**src/design/ihcc_pkg.sv**
```systemverilog
// Shared types, constants and the byte-wide CRC step for the image header CRC checker.
package ihcc_pkg;

	// CRC-32 settings: MSB first, no reflection.
	localparam logic [31:0] CRC_POLY    = 32'h04C1_1DB7;
	localparam logic [31:0] CRC_XOR_OUT = 32'hFFFF_FFFF;

	// Header layout and limits.
	localparam logic [31:0] IMAGE_MAGIC     = 32'h00BA_BE00;
	localparam int          MIN_IMAGE_BYTES = 32;

	// Result kinds.
	localparam logic KIND_WORD   = 1'b0;
	localparam logic KIND_STATUS = 1'b1;

	// Status codes, in order of priority.
	localparam logic [1:0] ST_OK        = 2'd0;
	localparam logic [1:0] ST_BAD_SIZE  = 2'd1;
	localparam logic [1:0] ST_BAD_MAGIC = 2'd2;
	localparam logic [1:0] ST_BAD_CRC   = 2'd3;

	// Result queue depth; one byte can cause two results.
	localparam int RES_DEPTH = 4;
	localparam int RES_PTR_W = 2;

	typedef logic [13:0] code_count_t;

	// One result record.
	typedef struct packed {
		logic        run_last;
		code_count_t code_count;
		logic [31:0] locals_words;
		logic [31:0] stack_words;
		logic [1:0]  status;
		logic [31:0] code_word;
		logic        result_kind;
	} ihcc_res_t;

	// Results caused by one accepted byte, first one in res_a.
	typedef struct packed {
		logic [1:0] num;
		ihcc_res_t  res_a;
		ihcc_res_t  res_b;
	} ihcc_push_t;

	// Advance the CRC by one byte, one polynomial step per bit.
	function automatic logic [31:0] crc_byte(input logic [31:0] crc_in, input logic [7:0] b);
		logic [31:0] crc;
		crc = crc_in ^ {b, 24'h0};
		for (int k = 0; k < 8; k++) begin
			crc = crc[31] ? ({crc[30:0], 1'b0} ^ CRC_POLY) : {crc[30:0], 1'b0};
		end
		return crc;
	endfunction

endpackage

```
**src/design/ihcc_engine.sv**
```systemverilog
// Per-byte header check, CRC update, code word assembly and status generation.
module ihcc_engine import ihcc_pkg::*; #(
	parameter int MAX_IMAGE_BYTES = 65536
) (
	input  logic       clk,
	input  logic       arst_n,
	input  logic       accept,
	input  logic [7:0] data_byte,
	input  logic       end_of_image,
	output ihcc_push_t push
);

	localparam int CNT_W = $clog2(MAX_IMAGE_BYTES + 1);
	localparam logic [CNT_W-1:0] CNT_MAX = CNT_W'(MAX_IMAGE_BYTES);

	logic [CNT_W-1:0] cnt_q, cnt_n, len;
	logic [31:0]      crc_q, crc_n;
	logic [31:0]      word_q, word_n;
	logic [31:0]      chk_q, chk_n;
	logic [31:0]      stack_q, stack_n;
	logic [31:0]      locals_q, locals_n;
	logic             magic_q, magic_n;
	logic             ovf_q, ovf_n;
	code_count_t      ccnt_q, ccnt_n;
	logic             full_now;
	logic             word_out;
	logic [1:0]       st;
	ihcc_res_t        r_word, r_stat;

	assign full_now = (cnt_q == CNT_MAX);

	// Next state for one byte, before the end-of-image return to reset.
	always_comb begin
		cnt_n    = cnt_q;
		crc_n    = crc_q;
		word_n   = word_q;
		chk_n    = chk_q;
		stack_n  = stack_q;
		locals_n = locals_q;
		magic_n  = magic_q;
		ovf_n    = ovf_q;
		ccnt_n   = ccnt_q;
		word_out = 1'b0;
		if (full_now) begin
			ovf_n = 1'b1;
		end else begin
			word_n = {data_byte, word_q[31:8]};
			if (cnt_q >= CNT_W'(8)) begin
				crc_n = crc_byte(crc_q, data_byte);
			end
			if (cnt_q[1:0] == 2'd3) begin
				priority if (cnt_q == CNT_W'(3)) begin
					if (word_n != IMAGE_MAGIC) begin
						magic_n = 1'b0;
					end
				end else if (cnt_q == CNT_W'(7)) begin
					chk_n = word_n;
				end else if (cnt_q == CNT_W'(11)) begin
					stack_n = word_n;
				end else if (cnt_q == CNT_W'(15)) begin
					locals_n = word_n;
				end else begin
					ccnt_n   = ccnt_q + code_count_t'(1);
					word_out = 1'b1;
				end
			end
			cnt_n = cnt_q + CNT_W'(1);
		end
	end

	// Final status, size first, then magic, then CRC.
	assign len = cnt_n;
	always_comb begin
		priority if (ovf_n || (len < CNT_W'(MIN_IMAGE_BYTES)) || (len[1:0] != 2'd0)) begin
			st = ST_BAD_SIZE;
		end else if (!magic_n) begin
			st = ST_BAD_MAGIC;
		end else if ((crc_n ^ CRC_XOR_OUT) != chk_n) begin
			st = ST_BAD_CRC;
		end else begin
			st = ST_OK;
		end
	end

	// Result records.
	always_comb begin
		r_word.result_kind  = KIND_WORD;
		r_word.code_word    = word_n;
		r_word.status       = ST_OK;
		r_word.stack_words  = stack_n;
		r_word.locals_words = locals_n;
		r_word.code_count   = ccnt_n;
		r_word.run_last     = !end_of_image;

		r_stat.result_kind  = KIND_STATUS;
		r_stat.code_word    = 32'h0;
		r_stat.status       = st;
		r_stat.stack_words  = stack_n;
		r_stat.locals_words = locals_n;
		r_stat.code_count   = ccnt_n;
		r_stat.run_last     = 1'b1;
	end

	// Pack up to two results in order: code word first, status second.
	always_comb begin
		push.res_a = word_out ? r_word : r_stat;
		push.res_b = r_stat;
		push.num   = 2'd0;
		if (accept) begin
			push.num = {1'b0, word_out} + {1'b0, end_of_image};
		end
	end

	// State registers; the last byte of an image returns everything to reset.
	always_ff @(posedge clk or negedge arst_n) begin
		if (!arst_n) begin
			cnt_q    <= '0;
			crc_q    <= '0;
			word_q   <= '0;
			chk_q    <= '0;
			stack_q  <= '0;
			locals_q <= '0;
			magic_q  <= 1'b1;
			ovf_q    <= 1'b0;
			ccnt_q   <= '0;
		end else if (accept) begin
			if (end_of_image) begin
				cnt_q    <= '0;
				crc_q    <= '0;
				word_q   <= '0;
				chk_q    <= '0;
				stack_q  <= '0;
				locals_q <= '0;
				magic_q  <= 1'b1;
				ovf_q    <= 1'b0;
				ccnt_q   <= '0;
			end else begin
				cnt_q    <= cnt_n;
				crc_q    <= crc_n;
				word_q   <= word_n;
				chk_q    <= chk_n;
				stack_q  <= stack_n;
				locals_q <= locals_n;
				magic_q  <= magic_n;
				ovf_q    <= ovf_n;
				ccnt_q   <= ccnt_n;
			end
		end
	end

endmodule

```
**src/design/ihcc_fifo.sv**
```systemverilog
// Small result queue that takes up to two records per cycle and gives one per cycle while out_ready is high.
module ihcc_fifo import ihcc_pkg::*; (
	input  logic       clk,
	input  logic       arst_n,
	input  ihcc_push_t push,
	output logic       room,
	output logic       out_valid,
	input  logic       out_ready,
	output ihcc_res_t  out_res
);

	ihcc_res_t            mem_q [RES_DEPTH];
	logic [RES_PTR_W-1:0] wr_q, rd_q;
	logic [RES_PTR_W:0]   cnt_q;
	logic                 pop;

	// Room for the worst case of two records from one byte.
	assign room      = (cnt_q <= (RES_PTR_W + 1)'(RES_DEPTH - 2));
	assign out_valid = (cnt_q != '0);
	assign out_res   = mem_q[rd_q];
	assign pop       = out_valid && out_ready;

	// Record storage.
	always_ff @(posedge clk) begin
		if (push.num != 2'd0) begin
			mem_q[wr_q] <= push.res_a;
		end
		if (push.num == 2'd2) begin
			mem_q[wr_q + RES_PTR_W'(1)] <= push.res_b;
		end
	end

	// Pointers and fill count.
	always_ff @(posedge clk or negedge arst_n) begin
		if (!arst_n) begin
			wr_q  <= '0;
			rd_q  <= '0;
			cnt_q <= '0;
		end else begin
			wr_q  <= wr_q + RES_PTR_W'(push.num);
			rd_q  <= rd_q + RES_PTR_W'(pop);
			cnt_q <= cnt_q + (RES_PTR_W + 1)'(push.num) - (RES_PTR_W + 1)'(pop);
		end
	end

endmodule

```
**src/design/image_header_crc_checker_core.sv**
```systemverilog
// Top level of the image header CRC checker: byte engine and result queue.
//
//   Channel  Dir  Beat contents
//   s_*      in   tdata = data_byte, tlast = end_of_image
//   m_*      out  tdata = code word / status record, tuser = result_kind, tlast = run_last
//
// One byte is taken per cycle while s_tready is high; it updates the header, CRC and word
// state in the same cycle and its results (at most two) enter a four-entry queue.
// Results leave one per cycle while m_tready is high, in the order they entered the queue.
// s_tready drops only while the queue lacks room for two records.
// arst_n clears all but the queue storage; the last byte of an image resets the engine.
module image_header_crc_checker_core import ihcc_pkg::*; #(
	parameter int MAX_IMAGE_BYTES = 65536
) (
	input  logic         clk,
	input  logic         arst_n,
	input  logic         s_tvalid,
	output logic         s_tready,
	input  logic [7:0]   s_tdata,   // [7:0] data_byte
	input  logic         s_tlast,
	output logic         m_tvalid,
	input  logic         m_tready,
	// [31:0] code_word, [33:32] status, [65:34] stack_words,
	// [97:66] locals_words, [111:98] code_count
	output logic [111:0] m_tdata,
	output logic         m_tuser,   // [0] result_kind
	output logic         m_tlast
);

	ihcc_push_t push;
	ihcc_res_t  res;
	logic       room;
	logic       accept;

	assign s_tready = room;
	assign accept   = s_tvalid && room;

	ihcc_engine #(
		.MAX_IMAGE_BYTES(MAX_IMAGE_BYTES)
	) u_engine (
		.clk         (clk),
		.arst_n      (arst_n),
		.accept      (accept),
		.data_byte   (s_tdata),
		.end_of_image(s_tlast),
		.push        (push)
	);

	ihcc_fifo u_fifo (
		.clk      (clk),
		.arst_n   (arst_n),
		.push     (push),
		.room     (room),
		.out_valid(m_tvalid),
		.out_ready(m_tready),
		.out_res  (res)
	);

	// Output beat packing.
	assign m_tdata = {res.code_count, res.locals_words, res.stack_words, res.status,
		res.code_word};
	assign m_tuser = res.result_kind;
	assign m_tlast = res.run_last;

endmodule

```
**config.mk**
```make
export PLATFORM = sky130hd
export DESIGN_NAME = image_header_crc_checker_core
export DESIGN_NICKNAME = d
export VERILOG_FILES = /design/src/design/ihcc_pkg.sv /design/src/design/ihcc_engine.sv /design/src/design/ihcc_fifo.sv /design/src/design/image_header_crc_checker_core.sv
export SDC_FILE = /design/constraint.sdc
export NUM_CORES = 1
export LEC_CHECK = 0
export ABC_AREA = 1
export BUFFER_PORTS_ARGS = -buffer_cell sky130_fd_sc_hd__buf_2
export CAP_MARGIN = 20
export CORE_UTILIZATION = 30
export DETAILED_ROUTE_END_ITERATION = 12
export GPL_TIMING_DRIVEN = 1
export HOLD_SLACK_MARGIN = 0.05
export MAX_ROUTING_LAYER = met4
export SYNTH_ARGS = -nofsm -noshare
export SYNTH_HDL_FRONTEND = slang
export SYNTH_SLANG_ARGS = --single-unit
```
**constraint.sdc**
```tcl
create_clock -name clk -period 10.3 [get_ports clk]
set_input_delay 1.03 -clock clk [delete_from_list [all_inputs] [get_ports clk]]
set_output_delay 1.03 -clock clk [all_outputs]
set_load 0.01 [all_outputs]
```
## Yosys cells after proc, flatten, opt, wreduce, memory -nomap -nowiden

Memory sizes are Yosys's and may differ from the RTL's.
Index checks and enable logic that the tools add are counted.

| storage, ports and cells | value |
|---|---|
| bits in registers | 200 |
| latch bits | 0 |
| RAM bits | 456 |
| memory bits (read-only) | 0 |
| input port bits | 13 |
| output and inout port bits | 116 |
| word-level logic and storage cells | 113 |
| memories kept | 1 |

| cells by class | value |
|---|---|
| $add $sub $neg | 8 |
| multipliers | 0 |
| divide/modulo/power cells | 0 |
| $lt $le $gt $ge | 3 |
| equal/unequal tests | 9 |
| shift-type cells | 0 |
| mux-type cells | 62 |
| bitwise operators | 10 |
| reduce and logical (&&, ||, !) cells | 8 |

Memories:

| name | depth | bits a word | read ports | clocked after Yosys merged registers in | write ports | RTL line | source |
|---|---|---|---|---|---|---|---|
| u_fifo.mem_q | 4 | 114 | 1 | 0 | 2 | ihcc_fifo.sv:12 | `ihcc_res_t mem_q [RES_DEPTH];` |

Operators with widths:

| cell | number |
|---|---|
| 32-bit two-way mux | 23 |
| 27-bit two-way mux | 8 |
| 114-bit two-way mux | 1 |
| 14-bit inverter | 8 |
| 14-bit two-way mux | 7 |
| 17-bit by 4-bit == test with 1-bit output, second input constant | 2 |
| 17-bit two-way mux | 2 |
| 32-bit by 24-bit != test with 1-bit output, second input constant | 1 |
| 32-bit != test | 1 |
| 32-bit inverter | 1 |
| 32-bit XOR | 1 |
| 17-bit by 1-bit adder with 17-bit output, second input constant | 1 |
| 17-bit == test, second input constant | 1 |
| 17-bit by 2-bit == test with 1-bit output, second input constant | 1 |
| 17-bit by 3-bit == test with 1-bit output, second input constant | 1 |
| 17-bit by 4-bit >= comparator with 1-bit output, second input constant | 1 |
| 17-bit by 6-bit < comparator with 1-bit output, second input constant | 1 |
| 1-bit two-way mux | 17 |
| 14-bit by 1-bit adder with 14-bit output, second input constant | 1 |
| 2-bit two-way mux | 4 |
| 2-bit == test, second input constant | 2 |
| 2-bit nonzero test | 2 |
| 3-bit by 2-bit adder with 3-bit output | 1 |
| 3-bit by 2-bit less-or-equal comparator with 1-bit output, second input constant | 1 |
| 9 further kinds | 11 |

## Longest topological paths before layout

| depth | value |
|---|---|
| depth in word-level cells | 25 |
| gate-level depth with buffers | 23 |
| mapped depth without buffers | 21 |

## Cells and area by module

From an unflattened synthesis, not the netlist that was laid out.

| unflattened totals | value |
|---|---|
| cells, all modules | 4177 |
| area, all modules | 35596.6 um^2 |

Modules (own cells, without submodules):

| module | times used | cells an instance | area each (um^2) | sequential area each (um^2) |
|---|---|---|---|---|
| ihcc_fifo | 1 | 2404 | 23069.6 | 13868.3 |
| ihcc_engine | 1 | 1771 | 12519.5 | 4830.9 |
| image_header_crc_checker_core | 1 | 2 | 7.5 | 0.0 |

## Worst setup path before layout

No wires, ideal clock.

| timing path | value |
|---|---|
| path type | register to register |
| start | register u_engine.cnt_q[0] |
| end | memory u_fifo.mem_q[3][33] (netlist name) (data pin) |
| setup time | 0.162 ns |
| data arrival time | 4.858 ns |
| data required time | 10.138 ns |
| setup slack | 5.280 ns |
| stages on the path, launching flop included | 24 |
| buffers on the path | 2 |
| period minus slack after synthesis | 5.020 ns |
| cells stage by stage | dfrtp_1 > ha_1 > nand2_1 > inv_1 > nand2_1 > nor2_1 > nand2_1 > nand3_2 > nor2_1 > nand2_1 > inv_2 > buf_2 > ha_1 > inv_1 > nor2_1 > inv_1 > nor2_1 > inv_1 > nor2_1 > nor2_1 > clkbuf_1 > inv_1 > o21ai_0 > a21oi_1 |

RTL lines:

| what | RTL line | source |
|---|---|---|
| from (decl) | ihcc_engine.sv:16 | `logic [CNT_W-1:0] cnt_q, cnt_n, len;` |
| from (signal assigned) | ihcc_engine.sv:138 | `cnt_q <= cnt_n;` |
| to (decl) | ihcc_fifo.sv:12 |  |

==> results.yml <==
cts:
  cts-root-buf: "clkbuf_16"
  cts_num_sinks: 656
  cts_tree: "done"
  postCtsSetupBuffers: 0
  clkSlewWorstSetupHoldPaths_ps: 60
  holdBufCountCts: 0
  insertion_delay_ps: 630
  post_cts_resized: 0
  htreeDepth: 3
  clk_path_buf_depth: 3
  cts_made_buffers: 71
grt:
  grt_max_degree: 130
  groute.usage.overall_pct: 18.4
  grt_pass1_wl_um: 142000
  grt_overflow: 0
  antenna_found_initial: 6
  first_global_vias: 23300
synthesis:
  synth_seq_area_share_pct: 57.4
  synth_largest_area_cell: "edfxtp_1"
  syn_inst: 3531
  synth_area_per_cell_sq_um: 8.56
  yosys-top-cells-area: "edfxtp_1 32%, dfrtp_1 16%, nand2_1 9.2%"
  synth_top_area_share_pct: 31.8
  synth_fp_nets: 3554
  synth_warnings: 0
  ys_ff_latch: 656
  syn_area_sq_um: 30200
  synthDistinctLibCells: 47
floorplan:
  initial_core_util_pct: 30.2
  rows: 116
  core-area_sq_um: 100000
  die_area_sq_um: 102000
  die_w_um: 319
  ioPinCount: 129
  die_h_um: 319
min_path:
  hp-class: "flop to flop"
  min_from: "u_fifo.mem_q[2][19]"
final_layout:
  nNetsFinal: 3574
  final_common_cell: "nand2_1"
  stdcell_area_sq_um: 34200
  drive_gt1_share_pct: 8.98
  final_cell_mix: "740 x nand2_1, 637 x nor2_1, 513 x o21ai_0, 320 x edfxtp_1, 214 x inv_1"
  area_delta_synth_final_pct: 13.3
setup_path:
  cpMostUsedCell: "nor2_1"
  arrival_ps: 6420
  worstReg2RegEnd: "u_fifo.mem_q[0][57]"
  reg2regPathDepth: 20
  crit_path_top_delay_cell: "buf_4"
  crit_type: "flop to flop"
  worstSetupEndpoint: "u_fifo.mem_q[0][57]"
  path_cells: "ha_1, nand2_1, inv_1, nand4_1, buf_4, nand3_2, nor2_1, nand2_1, inv_2, ha_1, inv_1, nor2_1, nor2_1, nor3_2, nand2_1, nor2_1, nor2_4, buf_4, inv_4, buf_4"
  crit_required_ps: 10550
  endpoint_kind: "flop"
  crit_start: "u_engine.cnt_q[0]"
  reg2reg_slack_ps: 4130
  max_stage_delay_ps: 670
  rr_startpoint: "u_engine.cnt_q[0]"
  cp_max_fo: 65
  worstSetupStartpointType: "flop"
placed_design:
  place_area_sq_um: 31900
  port_buffers: 128
  dp_hpwl_um: 57100
  gp_congestion: 0.892
routing:
  drt_iter0_drc: 2295
  drc: 0
  drtPass1Iterations: 5
  finalWirelength_um: 93200
  ant_nets: 0
  vias_per_cell: 5.10
  vias: 25000
  wl_per_cell_um: 19.0
sta:
  tns_ps: 0
  whs_ps: 451
  period_minus_slack_ps: 6170
  fin_crit_sh_pct: 59.9
  timing.clock.skew_ps: 21.6
  max_freq_ghz: 0.162
  tightest_slew_ps: 1150
  relSlewSlack_pct: 23.4
  maxSlewViolCount: 0
  finalHoldViolations: 0
  finalSetupViolations: 0
  rsz0062_at_grt: "no"
job:
  maxCapViolCount: 0
pwr:
  max-vdd-ir-drop_v: 0.000296
  leakagePower_nw: 13.3
  p_per_area_nw_per_um2: 313
status:
  status: "finished, final reports clean"
-- routing by layer --
layer / wire length (um) / global-route usage [%]
met1: 41100 / 24.3
met2: 44200 / 29.4
met3: 5680 / 2.70
met4: 2180 / 4.89
met5: 0 / -
-- report_power, final --
group / total (mW) / leakage (nW) / switching, mW / internal [mW]
combinational: 4.63 / 5.38 / 3.28 / 1.36
clock: 2.55 / 1.13 / 1.08 / 1.47
sequential: 3.52 / 6.81 / 0.372 / 3.15
-- worst min path at each step --
| stage | end | slack, ps | cells past startpoint |
|---|---|---|---|
| 6_report | u_fifo.mem_q[2][19] | 450 | 2 |
| 3_3_place_gp | u_fifo.mem_q[1][4] | 430 | 2 |
| 2_1_floorplan | u_fifo.mem_q[1][0] | 420 | 2 |
| 3_5_place_dp | u_fifo.mem_q[1][2] | 440 | 2 |
| 5_1_grt | u_fifo.mem_q[1][26] | 460 | 2 |
| 4_1_cts | u_fifo.mem_q[1][0] | 450 | 2 |
-- cell usage after synthesis (all sizes together) --
master    n
inv     229
a21oi    50
a22oi     1
clkbuf  164
ha        9
nand2   760
dfxtp   136
or2       2
nand4    17
xor2     33
a22o      1
dfstp     1
a41oi     1
dfrtp   199
nand3   100
nor2    647
o22ai   211
a21boi    1
clkinv    1
nand3b   13
o211ai    1
o21ai   547
xnor2     5
nor4      8
fa        1
o31ai     1
edfxtp  320
o32ai     1
nor3b     1
nor3     19
buf      49
o21a      2
-- sequential cells by signal (all words and copies together), names as in the netlist --
signal,cells
u_engine.cnt_q,17
u_engine.ccnt_q,14
u_engine.ovf_q,1
u_engine.crc_q,32
u_engine.word_q,32
u_engine.locals_q,32
u_fifo.rd_q,2
u_engine.stack_q,32
u_engine.chk_q,32
u_fifo.wr_q,2
u_engine.magic_q,1
u_fifo.mem_q,456
u_fifo.cnt_q,3
-- through the flow --
stage	total power, mW	worst slack, ps	utilization, %	std cells
2_1_floorplan	6.59	5280	-	3531
3_3_place_gp	8.14	4130	31.9	4776
3_5_place_dp	8.19	4170	31.9	4776
4_1_cts	10.8	4140	34.2	4906
5_1_grt	11.4	3630	34.2	4912
6_report	10.7	4130	34.2	4912
-- critical path, delay by kind of cell (launching register included) --
kind                       cells  cell delay (ps)
adders and majority gates      2              650
buffers and inverters          7             2730
DFF                            1              440
and+or+nand+nor               11             1800
-- layout make-up --
cell class | count | area [sq um]
Antenna cell | 6 | 15.0
Inverter | 230 | 890
Fill cell | 10300 | 65800
Timing Repair Buffer | 160 | 890
Sequential cell | 656 | 17300
Multi-Input combinational cell | 2432 | 11200
Clock buffer | 103 | 2020
Tap cell | 1298 | 1620
Clock inverter | 27 | 288
-- cells by family (layout without fill, tap and decap cells) --
logic type | count (synthesis) | after routing | synth area share (%)
flops | 656 | 656 | 57.4
other cells | 0 | 6 | 0
buf+inv | 443 | 520 | 5.83
fa+ha+maj | 10 | 10 | 0.439
compound gates | 817 | 817 | 14.5
simple gates | 1567 | 1567 | 20.8
xor+xnor | 38 | 38 | 1.10
(Power assumes the default switching activity.)
